===== config.mk =====
export PLATFORM = sky130hd
export DESIGN_NAME = nor_flash_command_sequencer_flat
export DESIGN_NICKNAME = d
export VERILOG_FILES = /design/src/sv/nfcs_pkg.sv /design/src/sv/nfcs_if.sv /design/src/sv/nfcs_front.sv /design/src/sv/nfcs_queue.sv /design/src/sv/nfcs_back.sv /design/src/sv/nor_flash_command_sequencer.sv /design/src/flat_wrapper.sv
export SDC_FILE = /design/constraint.sdc
export NUM_CORES = 1
export LEC_CHECK = 0
export BUFFER_PORTS_ARGS = -buffer_cell sky130_fd_sc_hd__buf_2
export CORE_MARGIN = 4
export CORE_UTILIZATION = 40
export CTS_CLUSTER_DIAMETER = 40
export DETAILED_ROUTE_END_ITERATION = 12
export GPL_TIMING_DRIVEN = 0
export PLACE_DENSITY = 0.57
export SKIP_CTS_REPAIR_TIMING = 1
export SLEW_MARGIN = 20
export SYNTH_ARGS = -nofsm -noshare
export SYNTH_HDL_FRONTEND = slang
export SYNTH_HIERARCHICAL = 1
export SYNTH_SLANG_ARGS = --single-unit
export TNS_END_PERCENT = 5

===== constraint.sdc =====
create_clock -name clock -period 6.4 [get_ports clock]
set_input_delay 1.6 -clock clock [delete_from_list [all_inputs] [get_ports clock]]
set_output_delay 1.6 -clock clock [all_outputs]
set_load 0.01 [all_outputs]

===== src/sv/nfcs_pkg.sv =====
`default_nettype none
package nfcs_pkg;

   localparam int unsigned WORD_ADDRESS_BITS_DEF = 21;
   localparam int unsigned POLL_COUNT_BITS_DEF   = 24;
   localparam int unsigned QUEUE_DEPTH           = 4;

   localparam int unsigned OFFSET_BITS = 22;
   localparam int unsigned WORD_BITS   = 16;
   localparam int unsigned LIMIT_BITS  = 24;
   localparam int unsigned SEQ_BITS    = 3;
   localparam int unsigned STEP_BITS   = 3;
   localparam int unsigned CSR_ADDR_BITS = 4;

   localparam logic [LIMIT_BITS-1:0] POLL_LIMIT_RESET       = 24'hFFFFFF;
   localparam logic [WORD_BITS-1:0]  EXPECTED_VENDOR_RESET  = 16'h00BF;
   localparam logic [WORD_BITS-1:0]  EXPECTED_PRODUCT_RESET = 16'h235B;

   localparam logic [WORD_BITS-1:0] UNLOCK_A      = 16'h5555;
   localparam logic [WORD_BITS-1:0] UNLOCK_B      = 16'h2AAA;
   localparam logic [WORD_BITS-1:0] UNLOCK_DATA_A = 16'h00AA;
   localparam logic [WORD_BITS-1:0] UNLOCK_DATA_B = 16'h0055;
   localparam logic [WORD_BITS-1:0] CMD_ID_ENTRY  = 16'h0090;
   localparam logic [WORD_BITS-1:0] CMD_ID_EXIT   = 16'h00F0;
   localparam logic [WORD_BITS-1:0] CMD_ERASE     = 16'h0080;
   localparam logic [WORD_BITS-1:0] CMD_SECTOR    = 16'h0030;
   localparam logic [WORD_BITS-1:0] CMD_PROGRAM   = 16'h00A0;
   localparam int unsigned          DQ6_BIT       = 6;

   typedef enum logic [1:0] {
      OP_PROGRAM  = 2'd0,
      OP_ERASE    = 2'd1,
      OP_READ_ID  = 2'd2,
      OP_RESPONSE = 2'd3
   } nfcs_op_type;

   typedef enum logic [1:0] {
      KIND_WRITE = 2'd0,
      KIND_READ  = 2'd1,
      KIND_DONE  = 2'd2
   } nfcs_kind_type;

   typedef enum logic [1:0] {
      ST_OK      = 2'd0,
      ST_TIMEOUT = 2'd1,
      ST_UNKNOWN = 2'd2
   } nfcs_status_type;

   typedef enum logic [1:0] {
      REG_POLL_LIMIT       = 2'd0,
      REG_EXPECTED_VENDOR  = 2'd1,
      REG_EXPECTED_PRODUCT = 2'd2,
      REG_NONE             = 2'd3
   } nfcs_reg_type;

   // job codes carried through the queue; each expands into a fixed beat list
   typedef enum logic [SEQ_BITS-1:0] {
      SEQ_PROGRAM = 3'd0,
      SEQ_ERASE   = 3'd1,
      SEQ_READ_ID = 3'd2,
      SEQ_READ    = 3'd3,
      SEQ_DONE    = 3'd4,
      SEQ_ID_EXIT = 3'd5
   } nfcs_seq_type;

   typedef struct packed {
      logic [LIMIT_BITS-1:0] poll_limit;
      logic [WORD_BITS-1:0]  expected_vendor;
      logic [WORD_BITS-1:0]  expected_product;
   } nfcs_cfg_type;

   typedef struct packed {
      nfcs_kind_type        kind;
      logic                 addr_from_job;
      logic [WORD_BITS-1:0] addr_const;
      logic                 data_from_job;
      logic [WORD_BITS-1:0] data_const;
      logic                 last;
   } nfcs_beat_type;

   function automatic nfcs_beat_type nfcs_write(input logic [WORD_BITS-1:0] addr,
                                                input logic [WORD_BITS-1:0] data);
      nfcs_beat_type b;
      b.kind          = KIND_WRITE;
      b.addr_from_job = 1'b0;
      b.addr_const    = addr;
      b.data_from_job = 1'b0;
      b.data_const    = data;
      b.last          = 1'b0;
      return b;
   endfunction

   function automatic nfcs_beat_type nfcs_unlock(input logic [STEP_BITS-1:0] step,
                                                 input logic [WORD_BITS-1:0] cmd);
      nfcs_beat_type b;
      case (step)
         3'd0:    b = nfcs_write(UNLOCK_A, UNLOCK_DATA_A);
         3'd1:    b = nfcs_write(UNLOCK_B, UNLOCK_DATA_B);
         default: b = nfcs_write(UNLOCK_A, cmd);
      endcase
      return b;
   endfunction

   // beat list of each job
   function automatic nfcs_beat_type nfcs_beat(input nfcs_seq_type seq,
                                               input logic [STEP_BITS-1:0] step);
      nfcs_beat_type b;
      nfcs_beat_type rd_job;
      nfcs_beat_type done;
      rd_job = '{kind: KIND_READ, addr_from_job: 1'b1, addr_const: '0,
                 data_from_job: 1'b0, data_const: '0, last: 1'b1};
      done   = '{kind: KIND_DONE, addr_from_job: 1'b0, addr_const: '0,
                 data_from_job: 1'b0, data_const: '0, last: 1'b1};
      case (seq)
         SEQ_PROGRAM: begin
            case (step)
               3'd0, 3'd1, 3'd2: b = nfcs_unlock(step, CMD_PROGRAM);
               3'd3: begin
                  b = nfcs_write('0, '0);
                  b.addr_from_job = 1'b1;
                  b.data_from_job = 1'b1;
               end
               default: b = rd_job;
            endcase
         end
         SEQ_ERASE: begin
            case (step)
               3'd0, 3'd1, 3'd2: b = nfcs_unlock(step, CMD_ERASE);
               3'd3: b = nfcs_write(UNLOCK_A, UNLOCK_DATA_A);
               3'd4: b = nfcs_write(UNLOCK_B, UNLOCK_DATA_B);
               3'd5: begin
                  b = nfcs_write('0, CMD_SECTOR);
                  b.addr_from_job = 1'b1;
               end
               default: b = rd_job;
            endcase
         end
         SEQ_READ_ID: begin
            case (step)
               3'd0, 3'd1, 3'd2: b = nfcs_unlock(step, CMD_ID_ENTRY);
               default: begin
                  b = rd_job;
                  b.addr_from_job = 1'b0;
               end
            endcase
         end
         SEQ_READ: b = rd_job;
         SEQ_ID_EXIT: begin
            case (step)
               3'd0, 3'd1, 3'd2: b = nfcs_unlock(step, CMD_ID_EXIT);
               default: b = done;
            endcase
         end
         default: b = done;
      endcase
      return b;
   endfunction

endpackage
`default_nettype wire


===== src/sv/nfcs_if.sv =====
`default_nettype none
interface nfcs_req_if;
   import nfcs_pkg::*;

   logic                   valid;
   logic                   ready;
   logic [1:0]             operation;
   logic [OFFSET_BITS-1:0] byte_offset;
   logic [WORD_BITS-1:0]   write_data;
   logic [WORD_BITS-1:0]   read_data;

   modport source (output valid, operation, byte_offset, write_data, read_data,
                   input ready);
   modport sink   (input valid, operation, byte_offset, write_data, read_data,
                   output ready);
endinterface

interface nfcs_rsp_if #(
   parameter int unsigned WORD_ADDRESS_BITS = nfcs_pkg::WORD_ADDRESS_BITS_DEF
);
   import nfcs_pkg::*;

   logic                         valid;
   logic                         ready;
   logic [1:0]                   item_kind;
   logic [WORD_ADDRESS_BITS-1:0] bus_address;
   logic [WORD_BITS-1:0]         bus_data;
   logic [1:0]                   status;
   logic [WORD_BITS-1:0]         vendor_id;
   logic [WORD_BITS-1:0]         product_id;
   logic                         last;

   modport source (output valid, item_kind, bus_address, bus_data, status,
                   vendor_id, product_id, last, input ready);
   modport sink   (input valid, item_kind, bus_address, bus_data, status,
                   vendor_id, product_id, last, output ready);
endinterface
`default_nettype wire


===== src/sv/nfcs_front.sv =====
`default_nettype none
module nfcs_front #(
   parameter int unsigned WORD_ADDRESS_BITS = nfcs_pkg::WORD_ADDRESS_BITS_DEF,
   parameter int unsigned POLL_COUNT_BITS   = nfcs_pkg::POLL_COUNT_BITS_DEF,
   parameter int unsigned JOB_BITS          = nfcs_pkg::SEQ_BITS + WORD_ADDRESS_BITS
                                              + 3 * nfcs_pkg::WORD_BITS + 2
) (
   input  wire                       clock,
   input  wire                       reset,
   nfcs_req_if.sink                  req,
   input  wire nfcs_pkg::nfcs_cfg_type cfg,
   input  wire                       queue_full,
   output logic                      push,
   output logic [JOB_BITS-1:0]       push_data
);
   import nfcs_pkg::*;

   typedef enum logic [1:0] {
      PH_IDLE,
      PH_POLL,
      PH_VENDOR,
      PH_PRODUCT
   } phase_type;

   phase_type                    phase_ff, phase_in;
   logic [WORD_ADDRESS_BITS-1:0] target_ff, target_in;
   logic                         prev_bit_ff, prev_bit_in;
   logic                         have_first_ff, have_first_in;
   logic [POLL_COUNT_BITS-1:0]   count_ff, count_in;
   logic [WORD_BITS-1:0]         vendor_ff, vendor_in;

   logic                         accept;
   logic [31:0]                  waddr_wide;
   logic [WORD_ADDRESS_BITS-1:0] waddr;
   logic                         dq6;
   logic [POLL_COUNT_BITS-1:0]   count_next;

   nfcs_seq_type                 job_seq;
   logic [WORD_ADDRESS_BITS-1:0] job_addr;
   nfcs_status_type              job_status;
   logic [WORD_BITS-1:0]         job_vendor;
   logic [WORD_BITS-1:0]         job_product;

   assign req.ready  = ~queue_full;
   assign accept     = req.valid & ~queue_full;
   assign waddr_wide = {11'b0, req.byte_offset[OFFSET_BITS-1:1]};
   assign waddr      = waddr_wide[WORD_ADDRESS_BITS-1:0];
   assign dq6        = req.read_data[DQ6_BIT];
   assign count_next = have_first_ff ? count_ff + POLL_COUNT_BITS'(1) : count_ff;

   always_comb begin
      phase_in      = phase_ff;
      target_in     = target_ff;
      prev_bit_in   = prev_bit_ff;
      have_first_in = have_first_ff;
      count_in      = count_ff;
      vendor_in     = vendor_ff;
      push          = 1'b0;
      job_seq       = SEQ_DONE;
      job_addr      = target_ff;
      job_status    = ST_OK;
      job_vendor    = '0;
      job_product   = '0;
      if (accept) begin
         if (nfcs_op_type'(req.operation) != OP_RESPONSE) begin
            if (phase_ff == PH_IDLE) begin
               target_in     = waddr;
               prev_bit_in   = 1'b0;
               have_first_in = 1'b0;
               count_in      = '0;
               push          = 1'b1;
               job_addr      = waddr;
               case (nfcs_op_type'(req.operation))
                  OP_PROGRAM: begin
                     job_seq  = SEQ_PROGRAM;
                     phase_in = PH_POLL;
                  end
                  OP_ERASE: begin
                     job_seq  = SEQ_ERASE;
                     phase_in = PH_POLL;
                  end
                  default: begin
                     job_seq  = SEQ_READ_ID;
                     phase_in = PH_VENDOR;
                  end
               endcase
            end
         end else begin
            case (phase_ff)
               PH_POLL: begin
                  push = 1'b1;
                  if (have_first_ff && dq6 == prev_bit_ff) begin
                     job_seq       = SEQ_DONE;
                     phase_in      = PH_IDLE;
                     have_first_in = 1'b0;
                  end else begin
                     count_in      = count_next;
                     prev_bit_in   = dq6;
                     have_first_in = 1'b1;
                     // limit reached or counter saturated ends the poll
                     if (32'(count_next) >= 32'(cfg.poll_limit) || (&count_next)) begin
                        job_seq       = SEQ_DONE;
                        job_status    = ST_TIMEOUT;
                        phase_in      = PH_IDLE;
                        have_first_in = 1'b0;
                     end else begin
                        job_seq = SEQ_READ;
                     end
                  end
               end
               PH_VENDOR: begin
                  push      = 1'b1;
                  vendor_in = req.read_data;
                  job_seq   = SEQ_READ;
                  job_addr  = WORD_ADDRESS_BITS'(1);
                  phase_in  = PH_PRODUCT;
               end
               PH_PRODUCT: begin
                  push        = 1'b1;
                  job_seq     = SEQ_ID_EXIT;
                  job_vendor  = vendor_ff;
                  job_product = req.read_data;
                  job_status  = (vendor_ff == cfg.expected_vendor &&
                                 req.read_data == cfg.expected_product) ? ST_OK : ST_UNKNOWN;
                  phase_in    = PH_IDLE;
               end
               default: ;
            endcase
         end
      end
   end

   assign push_data = {job_seq, job_addr, req.write_data, job_status, job_vendor, job_product};

   always_ff @(posedge clock) begin
      if (reset) begin
         phase_ff      <= PH_IDLE;
         have_first_ff <= 1'b0;
      end else begin
         phase_ff      <= phase_in;
         have_first_ff <= have_first_in;
      end
      target_ff   <= target_in;
      prev_bit_ff <= prev_bit_in;
      count_ff    <= count_in;
      vendor_ff   <= vendor_in;
   end

endmodule
`default_nettype wire


===== src/sv/nfcs_queue.sv =====
`default_nettype none
module nfcs_queue #(
   parameter int unsigned DATA_BITS = 8,
   parameter int unsigned DEPTH     = nfcs_pkg::QUEUE_DEPTH
) (
   input  wire                  clock,
   input  wire                  reset,
   input  wire                  push,
   input  wire [DATA_BITS-1:0]  push_data,
   output logic                 full,
   input  wire                  pop,
   output logic                 empty,
   output logic [DATA_BITS-1:0] head
);
   import nfcs_pkg::*;

   localparam int unsigned PTR_BITS = (DEPTH > 1) ? $clog2(DEPTH) : 1;
   localparam int unsigned CNT_BITS = $clog2(DEPTH + 1);

   logic [DATA_BITS-1:0] slot_ff [DEPTH];
   logic [PTR_BITS-1:0]  wr_ff, wr_in, rd_ff, rd_in;
   logic [CNT_BITS-1:0]  count_ff, count_in;
   logic                 do_push, do_pop;

   assign full    = (count_ff == CNT_BITS'(DEPTH));
   assign empty   = (count_ff == '0);
   assign do_push = push & ~full;
   assign do_pop  = pop & ~empty;
   assign head    = slot_ff[rd_ff];

   always_comb begin
      wr_in    = wr_ff;
      rd_in    = rd_ff;
      count_in = count_ff;
      if (do_push)
         wr_in = (wr_ff == PTR_BITS'(DEPTH - 1)) ? '0 : wr_ff + PTR_BITS'(1);
      if (do_pop)
         rd_in = (rd_ff == PTR_BITS'(DEPTH - 1)) ? '0 : rd_ff + PTR_BITS'(1);
      if (do_push && !do_pop)
         count_in = count_ff + CNT_BITS'(1);
      else if (do_pop && !do_push)
         count_in = count_ff - CNT_BITS'(1);
   end

   always_ff @(posedge clock) begin
      if (reset) begin
         wr_ff    <= '0;
         rd_ff    <= '0;
         count_ff <= '0;
      end else begin
         wr_ff    <= wr_in;
         rd_ff    <= rd_in;
         count_ff <= count_in;
      end
      if (do_push)
         slot_ff[wr_ff] <= push_data;
   end

endmodule
`default_nettype wire


===== src/sv/nfcs_back.sv =====
`default_nettype none
module nfcs_back #(
   parameter int unsigned WORD_ADDRESS_BITS = nfcs_pkg::WORD_ADDRESS_BITS_DEF,
   parameter int unsigned JOB_BITS          = nfcs_pkg::SEQ_BITS + WORD_ADDRESS_BITS
                                              + 3 * nfcs_pkg::WORD_BITS + 2
) (
   input  wire                 clock,
   input  wire                 reset,
   input  wire                 queue_empty,
   input  wire [JOB_BITS-1:0]  queue_head,
   output logic                pop,
   nfcs_rsp_if.source          rsp
);
   import nfcs_pkg::*;

   logic [SEQ_BITS-1:0]          head_seq;
   logic [WORD_ADDRESS_BITS-1:0] head_addr;
   logic [WORD_BITS-1:0]         head_data;
   logic [1:0]                   head_status;
   logic [WORD_BITS-1:0]         head_vendor;
   logic [WORD_BITS-1:0]         head_product;

   logic                         job_valid_ff;
   nfcs_seq_type                 job_seq_ff;
   logic [WORD_ADDRESS_BITS-1:0] job_addr_ff;
   logic [WORD_BITS-1:0]         job_data_ff;
   logic [1:0]                   job_status_ff;
   logic [WORD_BITS-1:0]         job_vendor_ff;
   logic [WORD_BITS-1:0]         job_product_ff;
   logic [STEP_BITS-1:0]         step_ff;

   logic                         rsp_valid_ff;
   nfcs_kind_type                kind_ff;
   logic [WORD_ADDRESS_BITS-1:0] addr_ff;
   logic [WORD_BITS-1:0]         data_ff;
   logic [1:0]                   status_ff;
   logic [WORD_BITS-1:0]         vendor_id_ff;
   logic [WORD_BITS-1:0]         product_id_ff;
   logic                         last_ff;

   nfcs_beat_type                beat;
   logic                         emit;
   logic                         job_done;
   logic                         is_done;

   assign {head_seq, head_addr, head_data, head_status, head_vendor, head_product} = queue_head;

   assign beat     = nfcs_beat(job_seq_ff, step_ff);
   assign emit     = job_valid_ff & (~rsp_valid_ff | rsp.ready);
   assign job_done = emit & beat.last;
   assign pop      = ~queue_empty & (~job_valid_ff | job_done);
   assign is_done  = (beat.kind == KIND_DONE);

   always_ff @(posedge clock) begin
      if (reset) begin
         job_valid_ff <= 1'b0;
         rsp_valid_ff <= 1'b0;
         step_ff      <= '0;
      end else begin
         if (pop) begin
            job_valid_ff <= 1'b1;
            step_ff      <= '0;
         end else if (job_done) begin
            job_valid_ff <= 1'b0;
         end else if (emit) begin
            step_ff <= step_ff + STEP_BITS'(1);
         end
         if (emit)
            rsp_valid_ff <= 1'b1;
         else if (rsp.ready)
            rsp_valid_ff <= 1'b0;
      end
      if (pop) begin
         job_seq_ff     <= nfcs_seq_type'(head_seq);
         job_addr_ff    <= head_addr;
         job_data_ff    <= head_data;
         job_status_ff  <= head_status;
         job_vendor_ff  <= head_vendor;
         job_product_ff <= head_product;
      end
      if (emit) begin
         kind_ff       <= beat.kind;
         addr_ff       <= beat.addr_from_job ? job_addr_ff
                                             : WORD_ADDRESS_BITS'(beat.addr_const);
         data_ff       <= beat.data_from_job ? job_data_ff : beat.data_const;
         status_ff     <= is_done ? job_status_ff : 2'(ST_OK);
         vendor_id_ff  <= is_done ? job_vendor_ff : '0;
         product_id_ff <= is_done ? job_product_ff : '0;
         last_ff       <= beat.last;
      end
   end

   assign rsp.valid       = rsp_valid_ff;
   assign rsp.item_kind   = kind_ff;
   assign rsp.bus_address = addr_ff;
   assign rsp.bus_data    = data_ff;
   assign rsp.status      = status_ff;
   assign rsp.vendor_id   = vendor_id_ff;
   assign rsp.product_id  = product_id_ff;
   assign rsp.last        = last_ff;

endmodule
`default_nettype wire


===== src/sv/nor_flash_command_sequencer.sv =====
// NOR flash command sequencer.
// req channel: one beat per command (program word, erase sector, read ID) or
// per flash read response. Commands arriving while an operation is in flight,
// and responses arriving while idle, are dropped without any result.
// rsp channel: bus writes, bus read requests and completion reports, with
// last set on the final beat caused by each request beat.
// APB port: poll_limit at 0x0, expected_vendor at 0x4, expected_product at 0x8;
// write only while the block is idle.
// A req beat is registered in the job queue, the back's job register and the
// output register in that order. Throughput: the front classifies one req beat
// per cycle into a 4-entry job queue; the back expands jobs into one rsp beat
// per cycle: a program gives 5 beats, an erase 7, read ID 4+1+4, a poll read 1.
// req.ready drops only while the job queue is full.
// If rsp.ready is low the output register holds its beat, the back stalls and
// the queue fills, after which req is back-pressured.
// Reset (synchronous) empties the queue, returns the sequencer to idle and
// loads the register defaults.
`default_nettype none
module nor_flash_command_sequencer #(
   parameter int unsigned WORD_ADDRESS_BITS = nfcs_pkg::WORD_ADDRESS_BITS_DEF,
   parameter int unsigned POLL_COUNT_BITS   = nfcs_pkg::POLL_COUNT_BITS_DEF
) (
   input  wire                                 clock,
   input  wire                                 reset,
   nfcs_req_if.sink                            req,
   nfcs_rsp_if.source                          rsp,
   input  wire                                 psel,
   input  wire                                 penable,
   input  wire                                 pwrite,
   input  wire [nfcs_pkg::CSR_ADDR_BITS-1:0]   paddr,
   input  wire [31:0]                          pwdata,
   output logic [31:0]                         prdata,
   output logic                                pready
);
   import nfcs_pkg::*;

   // seq, address, write data, status, vendor, product
   localparam int unsigned JOB_BITS = SEQ_BITS + WORD_ADDRESS_BITS + 3 * WORD_BITS + 2;

   logic [LIMIT_BITS-1:0] poll_limit_ff;
   logic [WORD_BITS-1:0]  expected_vendor_ff;
   logic [WORD_BITS-1:0]  expected_product_ff;
   nfcs_cfg_type          cfg;
   nfcs_reg_type          reg_sel;
   logic                  csr_write;

   logic                  push, pop, queue_full, queue_empty;
   logic [JOB_BITS-1:0]   push_data, queue_head;

   assign pready    = 1'b1;
   assign reg_sel   = nfcs_reg_type'(paddr[CSR_ADDR_BITS-1:2]);
   assign csr_write = psel & penable & pwrite;

   always_ff @(posedge clock) begin
      if (reset) begin
         poll_limit_ff       <= POLL_LIMIT_RESET;
         expected_vendor_ff  <= EXPECTED_VENDOR_RESET;
         expected_product_ff <= EXPECTED_PRODUCT_RESET;
      end else if (csr_write) begin
         case (reg_sel)
            REG_POLL_LIMIT:       poll_limit_ff       <= pwdata[LIMIT_BITS-1:0];
            REG_EXPECTED_VENDOR:  expected_vendor_ff  <= pwdata[WORD_BITS-1:0];
            REG_EXPECTED_PRODUCT: expected_product_ff <= pwdata[WORD_BITS-1:0];
            default: ;
         endcase
      end
   end

   always_comb begin
      case (reg_sel)
         REG_POLL_LIMIT:       prdata = 32'(poll_limit_ff);
         REG_EXPECTED_VENDOR:  prdata = 32'(expected_vendor_ff);
         REG_EXPECTED_PRODUCT: prdata = 32'(expected_product_ff);
         default:              prdata = '0;
      endcase
   end

   assign cfg = '{poll_limit: poll_limit_ff, expected_vendor: expected_vendor_ff,
                  expected_product: expected_product_ff};

   nfcs_front #(
      .WORD_ADDRESS_BITS (WORD_ADDRESS_BITS),
      .POLL_COUNT_BITS   (POLL_COUNT_BITS),
      .JOB_BITS          (JOB_BITS)
   ) u_front (
      .clock      (clock),
      .reset      (reset),
      .req        (req),
      .cfg        (cfg),
      .queue_full (queue_full),
      .push       (push),
      .push_data  (push_data)
   );

   nfcs_queue #(
      .DATA_BITS (JOB_BITS),
      .DEPTH     (QUEUE_DEPTH)
   ) u_queue (
      .clock     (clock),
      .reset     (reset),
      .push      (push),
      .push_data (push_data),
      .full      (queue_full),
      .pop       (pop),
      .empty     (queue_empty),
      .head      (queue_head)
   );

   nfcs_back #(
      .WORD_ADDRESS_BITS (WORD_ADDRESS_BITS),
      .JOB_BITS          (JOB_BITS)
   ) u_back (
      .clock       (clock),
      .reset       (reset),
      .queue_empty (queue_empty),
      .queue_head  (queue_head),
      .pop         (pop),
      .rsp         (rsp)
   );

endmodule
`default_nettype wire


===== src/flat_wrapper.sv =====
// flat-port wrapper written by rule: the top's interface ports become plain ports
module nor_flash_command_sequencer_flat import nfcs_pkg::*;
#(
   parameter int unsigned WORD_ADDRESS_BITS = nfcs_pkg::WORD_ADDRESS_BITS_DEF,
   parameter int unsigned POLL_COUNT_BITS   = nfcs_pkg::POLL_COUNT_BITS_DEF
)
  (clock, reset, psel, penable, pwrite, paddr, pwdata, prdata, pready, req_valid, req_operation, req_byte_offset, req_write_data, req_read_data, req_ready, rsp_valid, rsp_item_kind, rsp_bus_address, rsp_bus_data, rsp_status, rsp_vendor_id, rsp_product_id, rsp_last, rsp_ready);
  nfcs_req_if req_i ();
  nfcs_rsp_if #(.WORD_ADDRESS_BITS(WORD_ADDRESS_BITS)) rsp_i ();
  input  wire clock;
  input  wire reset;
  input  wire psel;
  input  wire penable;
  input  wire pwrite;
  input  wire [nfcs_pkg::CSR_ADDR_BITS-1:0] paddr;
  input  wire [31:0] pwdata;
  output logic [31:0] prdata;
  output logic pready;
  input wire logic [$bits(req_i.valid)-1:0] req_valid;
  input wire logic [$bits(req_i.operation)-1:0] req_operation;
  input wire logic [$bits(req_i.byte_offset)-1:0] req_byte_offset;
  input wire logic [$bits(req_i.write_data)-1:0] req_write_data;
  input wire logic [$bits(req_i.read_data)-1:0] req_read_data;
  output wire logic [$bits(req_i.ready)-1:0] req_ready;
  output wire logic [$bits(rsp_i.valid)-1:0] rsp_valid;
  output wire logic [$bits(rsp_i.item_kind)-1:0] rsp_item_kind;
  output wire logic [$bits(rsp_i.bus_address)-1:0] rsp_bus_address;
  output wire logic [$bits(rsp_i.bus_data)-1:0] rsp_bus_data;
  output wire logic [$bits(rsp_i.status)-1:0] rsp_status;
  output wire logic [$bits(rsp_i.vendor_id)-1:0] rsp_vendor_id;
  output wire logic [$bits(rsp_i.product_id)-1:0] rsp_product_id;
  output wire logic [$bits(rsp_i.last)-1:0] rsp_last;
  input wire logic [$bits(rsp_i.ready)-1:0] rsp_ready;
  assign req_i.valid = req_valid;
  assign req_i.operation = req_operation;
  assign req_i.byte_offset = req_byte_offset;
  assign req_i.write_data = req_write_data;
  assign req_i.read_data = req_read_data;
  assign req_ready = req_i.ready;
  assign rsp_valid = rsp_i.valid;
  assign rsp_item_kind = rsp_i.item_kind;
  assign rsp_bus_address = rsp_i.bus_address;
  assign rsp_bus_data = rsp_i.bus_data;
  assign rsp_status = rsp_i.status;
  assign rsp_vendor_id = rsp_i.vendor_id;
  assign rsp_product_id = rsp_i.product_id;
  assign rsp_last = rsp_i.last;
  assign rsp_i.ready = rsp_ready;
  nor_flash_command_sequencer #(.WORD_ADDRESS_BITS(WORD_ADDRESS_BITS), .POLL_COUNT_BITS(POLL_COUNT_BITS)) u_core (.clock(clock), .reset(reset), .req(req_i), .rsp(rsp_i), .psel(psel), .penable(penable), .pwrite(pwrite), .paddr(paddr), .pwdata(pwdata), .prdata(prdata), .pready(pready));
endmodule

Word-level counts from Yosys, hierarchy flattened
Memories as Yosys holds them, arrays and structs flattened. A register that Yosys moved wholly into a read port is not among the register bits.
Cells that the tools add are included.
{ "op_classes": {"addsub": 6, "n_lt_le_gt_ge": 1, "eq_ne": 26, "muxes": 68, "n_bitwise": 16, "reduce_logical": 32} }
{ "op_table": {"columns": ["operator", "n"], "rows": [
  ["$pmux 33 s2", 4],
  ["$pmux 37 s5", 1],
  ["$pmux 37 s4", 1],
  ["$mux 16", 8],
  ["$mux 24", 5],
  ["$mux 21", 4],
  ["$mux 37", 2],
  ["$pmux 37 s2", 1],
  ["$pmux 24 s3", 1],
  ["$eq 16x16->1", 2],
  ["$add 24x1->24 const B", 1],
  ["$ge 24x24->1", 1],
  ["$reduce_and 24->1", 1],
  ["$mux 3", 7],
  ["$mux 1", 20],
  ["$mux 2", 10],
  ["$eq 2x2->1 const B", 6],
  ["$eq 3x2->1 const B", 4],
  ["$eq 3x3->1 const B", 4],
  ["$reduce_and 2->1", 5],
  ["$logic_not 3->1", 3],
  ["$pmux 3 s3", 1],
  ["$and 1x1->1", 8],
  ["$pmux 2 s2", 2],
  ["22 further kinds", 47]
]} }
{ "word_totals": {"reg_bits": 207, "mem_bits_rw": 296, "in_bits": 99, "out_inout_bits": 109, "elab_cells": 173, "mem_count": 1} }
{ "mem_list": {"columns": ["memory", "depth", "width", "read_ports", "rd_clocked_by_memory_dff", "write_ports", "line", "text"], "rows": [
  ["u_core.u_queue.slot_ff", 4, 74, 1, 1, 1, "nfcs_queue.sv:20", "logic [DATA_BITS-1:0] slot_ff [DEPTH];"]
]} }

Depth between registers and ports, before layout
{ "logic_depth": {"ltp_word": 11, "mapped_depth": 16, "depth_no_buf": 14} }

Hierarchy
Netlist, hierarchy kept.
{ "by_module_without_submodules": {"columns": ["mod", "n_inst", "cells_each", "area_each_um2", "seq_area_each_um2"], "rows": [
  ["nfcs_queue", 1, 436, 11177.0, 9068.7],
  ["nfcs_back", 1, 338, 5751.8, 4544.4],
  ["nfcs_front", 1, 490, 4947.2, 1921.8],
  ["nor_flash_command_sequencer", 1, 299, 2737.6, 1121.1]
]} }

Least setup slack after synthesis
OpenSTA, ideal clock, no wires.
{ "synth_path": {"path_type": "input -> register", "start": "input rsp_ready", "end": "register u_core.u_back.step_ff[1]", "arrival_time_ps": 6002, "t_required_ps": 6279, "path_slack_ps": 276, "cell_stages": 5, "path_buffers": 0, "path_cell_list": "nor2b_1 -> nor2b_1 -> nor4b_4 -> mux2i_1 -> nor2_1"} }
{ "synth_via": {"elab_chain_len": 6} }
{ "synth_rtl": {"columns": ["element", "line", "text"], "rows": [
  ["from (decl)", "flat_wrapper.sv:33", "input wire logic [$bits(rsp_i.ready)-1:0] rsp_ready;"],
  ["$or 1x1->1 (*)", "nfcs_back.sv:49", "assign emit = job_valid_ff & (~rsp_valid_ff | rsp.ready);"],
  ["$and 1x1->1 (*)", "nfcs_back.sv:49", null],
  ["net u_core.u_back.emit", "nfcs_back.sv:42", "logic emit;"],
  ["$and 1x1->1", "nfcs_back.sv:50", "assign job_done = emit & beat.last;"],
  ["$or 1x1->1", "nfcs_back.sv:51", "assign pop = ~queue_empty & (~job_valid_ff | job_done);"],
  ["$and 1x1->1", "nfcs_back.sv:51", null],
  ["$reduce_or 2->1 (no line)", null, null],
  ["to (signal assigned)", "nfcs_back.sv:66", "step_ff <= step_ff + STEP_BITS'(1);"],
  ["to (decl)", "nfcs_back.sv:30", "logic [STEP_BITS-1:0] step_ff;"]
]} }
The timed path passes the listed nets; every way through them passes the cells marked *.
A chain may end at the register's enable or synchronous reset.

Final worst setup path
{ "layout_path": {"start": "input paddr[2] (netlist name)", "end": "output prdata[6]"} }
{ "layout_via": {"elab_chain_len": 2} }
{ "layout_rtl": {"columns": ["element", "line", "text"], "rows": [
  ["from (decl)", "flat_wrapper.sv:15", "input wire [nfcs_pkg::CSR_ADDR_BITS-1:0] paddr;"],
  ["$eq 2x2->1, or another cell as far along", "nor_flash_command_sequencer.sv:70", "case (reg_sel)"],
  ["$pmux 24 s3 (*)", "nor_flash_command_sequencer.sv:70", null],
  ["to (decl)", "flat_wrapper.sv:17", "output logic [31:0] prdata;"]
]} }
Every way passes the cells marked *; elsewhere a longest branch is shown, timed or not.

==> metrics.csv <==
stage,metric,value,unit
outcome,status,"finished, final reports clean",
critical_path,cp-start-kind,primary input,
cells_and_area,fill_cells,5159,
clock_network,tritoncts,done,
cells_and_area,post-route-util,0.492,
critical_path,path_max_fanout,10,
place,place_inst,2537,
power_and_ir_drop,vdd_drop_max,238,uV
critical_path,cp-end-kind,output pin,
sta,timing.final.max_slew_violations,0,
cells_and_area,finalNetCount,1978,
grt,grt_overflow,0,
sta,setup_viol,0,
sta,skew,36.6,ps
clock_network,cts_max_level,3,
power_and_ir_drop,clock_power_share,0.370,
critical_path,arrival,3020,ps
drt,route.detailed.drc,0,
synthesis,synth_edf_count,506,
die,die_w,256,um
die,die_area,65600,sq um
clock_network,clock_latency,620,ps
sta,timing.fmax,217,MHz
power_and_ir_drop,p_int,9.39,mW
critical_path,required,4800,ps
clock_network,clk_pin_slew,60,ps
power_and_ir_drop,total_power,13.0,mW
sta,hold_ws,513,ps
place,port_buffers,171,
synthesis,ys_ff_latch,579,
grt,grt_usage,0.170,
synthesis,seq_area_frac_synth,0.677,
cells_and_area,fin_cells,2697,
critical_path,crit_type,in2out,
grt,grt_busiest_layer,met2,
power_and_ir_drop,p_per_area,435,nW/um^2
cells_and_area,area_growth,21.1,%
grt,use_met2,0.285,
sta,rsz0062_at_grt,no,
power_and_ir_drop,switchingPower,3.58,mW
synthesis,avgSynthCellArea,15.7,sq um
sta,finalSetupTns,0,ps
drt,totalWireLength,56300,um
drt,via_count,13855,
power_and_ir_drop,seqPwrFrac,0.421,
flow_run,maxCapViolCount,0,
power_and_ir_drop,sw_frac_of_total,0.276,
power_and_ir_drop,pwr-share-comb,0.209,
sta,maxSlewHeadroom,0.492,
power_and_ir_drop,leakage,11.0,nW
grt,grt_pass1_vias,14439,
sta,finalHoldViolCount,0,
sta,fin_crit,4620,ps
sta,finalCritPeriodShare,0.721,
clock_network,cts_buffers,85,
die,die_h,256,um
clock_network,clock-root-buffer,clkbuf_16,
clock_network,clk_path_buf_depth,3,
synthesis,yosysUniqueCellTypes,79,
drt,first_pass_iters,5,
drt,ant_nets,0,
place,place_congestion,0.842,
grt,met1_usage,0.226,
drt,routedWlPerCell,20.9,um
grt,grt_first_pass_wirelength,86800,um
drt,via_per_inst,5.14,
grt,antenna_found_initial,3,
min_path,hold_path_class,reg2reg,
cells_and_area,final_layout_size_suffix_gt1_frac,0.277,
die,ios,208,
sta,tightest_slew,755,ps
place,dp_hpwl,38700,um
die,start_util,0.406,
grt,use_met3,0.0376,
synthesis,syn-instance-count,1563,
synthesis,synth_ff_type,edfxtp_1,
min_path,whs_path_depth,2,
die,row_count,90,
critical_path,r2r_cells,13,
drt,drtIter0Drc,832,
synthesis,syn_area,24600,sq um
grt,grt_max_degree,37,
synthesis,yosysWarnings,6,
synthesis,ys_async_sr_fraction,0,
clock_network,clock_sinks,579,
die,core_area,60600,sq um
-- final cells by class --
cell class	instances	area [sq um]	share of cell area
Clock buffer	97	2260	0.0757
Tap cell	782	978	0.0328
Clock inverter	60	743	0.0249
Multi-Input combinational cell	845	7200	0.242
Buffer	102	636	0.0213
Antenna cell	3	7.51	0.000252
Inverter	44	184	0.00617
Timing Repair Buffer	185	1150	0.0384
Sequential cell	579	16700	0.559
-- cell families (layout without fill, tap and decap cells) --
logic type | count (synthesis) | in the layout | share of synthesized area
buffers and inverters | 146 | 488 | 0.0332
xor gates and xnor gates | 63 | 63 | 0.0224
adders and majority gates | 37 | 37 | 0.0191
DFF | 579 | 579 | 0.677
and+or+nand+nor | 417 | 417 | 0.0955
AOI/OAI and AO/OA | 148 | 148 | 0.0445
muxes | 171 | 171 | 0.108
other | 2 | 12 | 0.000305
-- through the flow --
stage               worst slack, ps  area [sq um]
finish                         1780         29800
floorplan                       276         24600
CTS                            1820         29800
global route                   1700         29800
global placement              -2380         26500
detailed placement             1820         26800
-- synthesized netlist by cell type, types with 4 or more instances --
cell	number	share of area
edfxtp_1	506	0.62
and2_1	110	0.028
nor2_1	98	0.015
mux2i_1	76	0.031
mux4_2	74	0.068
dfxtp_1	73	0.059
nand2_1	57	0.0087
xnor2_1	52	0.019
nand2b_1	43	0.011
inv_1	42	0.0064
ha_1	36	0.018
buf_4	32	0.0098
clkbuf_1	32	0.0049
o21ai_0	29	0.0059
a21o_1	24	0.0073
buf_2	24	0.0049
a21oi_1	23	0.0047
a22o_1	22	0.0078
mux2_2	21	0.0096
nand4_1	19	0.0048
nand3_1	15	0.0030
nor3_1	13	0.0026
xor2_1	11	0.0039
and3_1	10	0.0025
buf_6	9	0.0041
nor4_1	9	0.0023
nor2b_1	8	0.0020
a31oi_1	5	0.0013
o22ai_1	5	0.0013
a32oi_1	4	0.0014
nand4_4	4	0.0035
-- path summary, 6_finish.rpt --
kind	from	endpoint	slack (ps)
worst min register to register	u_core/u_queue/rd_ff[0]$_SDFFE_PP0P_	u_core/u_queue/rd_ff[0]$_SDFFE_PP0P_	510
worst min-delay path	u_core/u_queue/rd_ff[0]$_SDFFE_PP0P_	u_core/u_queue/rd_ff[0]$_SDFFE_PP0P_	510
worst max-delay path	paddr[2]	prdata[6]	1780
worst max register to register	u_core/u_front/count_ff[9]$_SDFFCE_PN0P_	u_core/u_queue/slot_ff[0][71]$_DFFE_PP_	2180
-- power groups by stage --
stage	Combinational [mW]	Clock [mW]	Sequential, mW
5_1_grt	2.97	5.10	5.53
4_1_cts	2.78	4.91	5.47
3_3_place_gp	2.59	0	5.63
2_1_floorplan	1.72	0	5.58
3_5_place_dp	2.77	0	5.54
6_report	2.71	4.80	5.46
-- layer usage --
layer / vias to the layer above / share of wire
met3: 64 / 0.053
met2: 347 / 0.49
met4: 0 / 0.016
met1: 6985 / 0.44
met5: - / 0
li1: 6459 / -
-- state kept, by name, summed over array words and instances, names as in the netlist, 2 cells and up, named ones only --
register                       cells
u_core/u_queue/slot_ff           296
u_core/poll_limit_ff              24
u_core/u_front/count_ff           24
u_core/u_back/job_addr_ff         21
u_core/u_back/rsp.bus_address     21
u_core/u_front/target_ff          21
u_core/expected_product_ff        16
u_core/expected_vendor_ff         16
u_core/u_back/job_data_ff         16
u_core/u_back/job_product_ff      16
u_core/u_back/job_vendor_ff       16
u_core/u_back/rsp.bus_data        16
u_core/u_back/rsp.product_id      16
u_core/u_back/rsp.vendor_id       16
u_core/u_front/vendor_ff          16
u_core/u_back/job_seq_ff           3
u_core/u_back/step_ff              3
u_core/u_queue/count_ff            3
u_core/u_back/job_status_ff        2
u_core/u_back/rsp.item_kind        2
u_core/u_back/rsp.status           2
u_core/u_front/phase_ff            2
u_core/u_queue/rd_ff               2
u_core/u_queue/wr_ff               2
-- worst max-delay path, cell delays in order --
cell,delay [ps]
buf_2,120
nor2b_1,90
buf_2,260
buf_1,480
nand2_1,100
o21ai_0,160
buf_2,210
-- layout by cell type, fill, tap and decap left out, types with 8 or more instances in the layout --
cell type,instances
a21o_1,24
a21oi_1,23
a22o_1,22
and2_1,110
buf_12,10
buf_2,195
buf_4,33
buf_6,9
bufinv_16,11
clkbuf_1,38
clkbuf_16,88
clkinv_2,8
clkinv_4,11
conb_1,9
dfxtp_1,73
edfxtp_1,506
ha_1,36
inv_1,42
inv_6,12
mux2_2,21
mux2i_1,76
mux4_2,74
nand2_1,56
nand2b_1,43
nand3_1,15
nand4_1,19
nor2_1,98
nor3_1,12
nor4_1,9
o21ai_0,29
xnor2_1,52
xor2_1,11
Note: power is estimated with default switching activity, not from simulation.
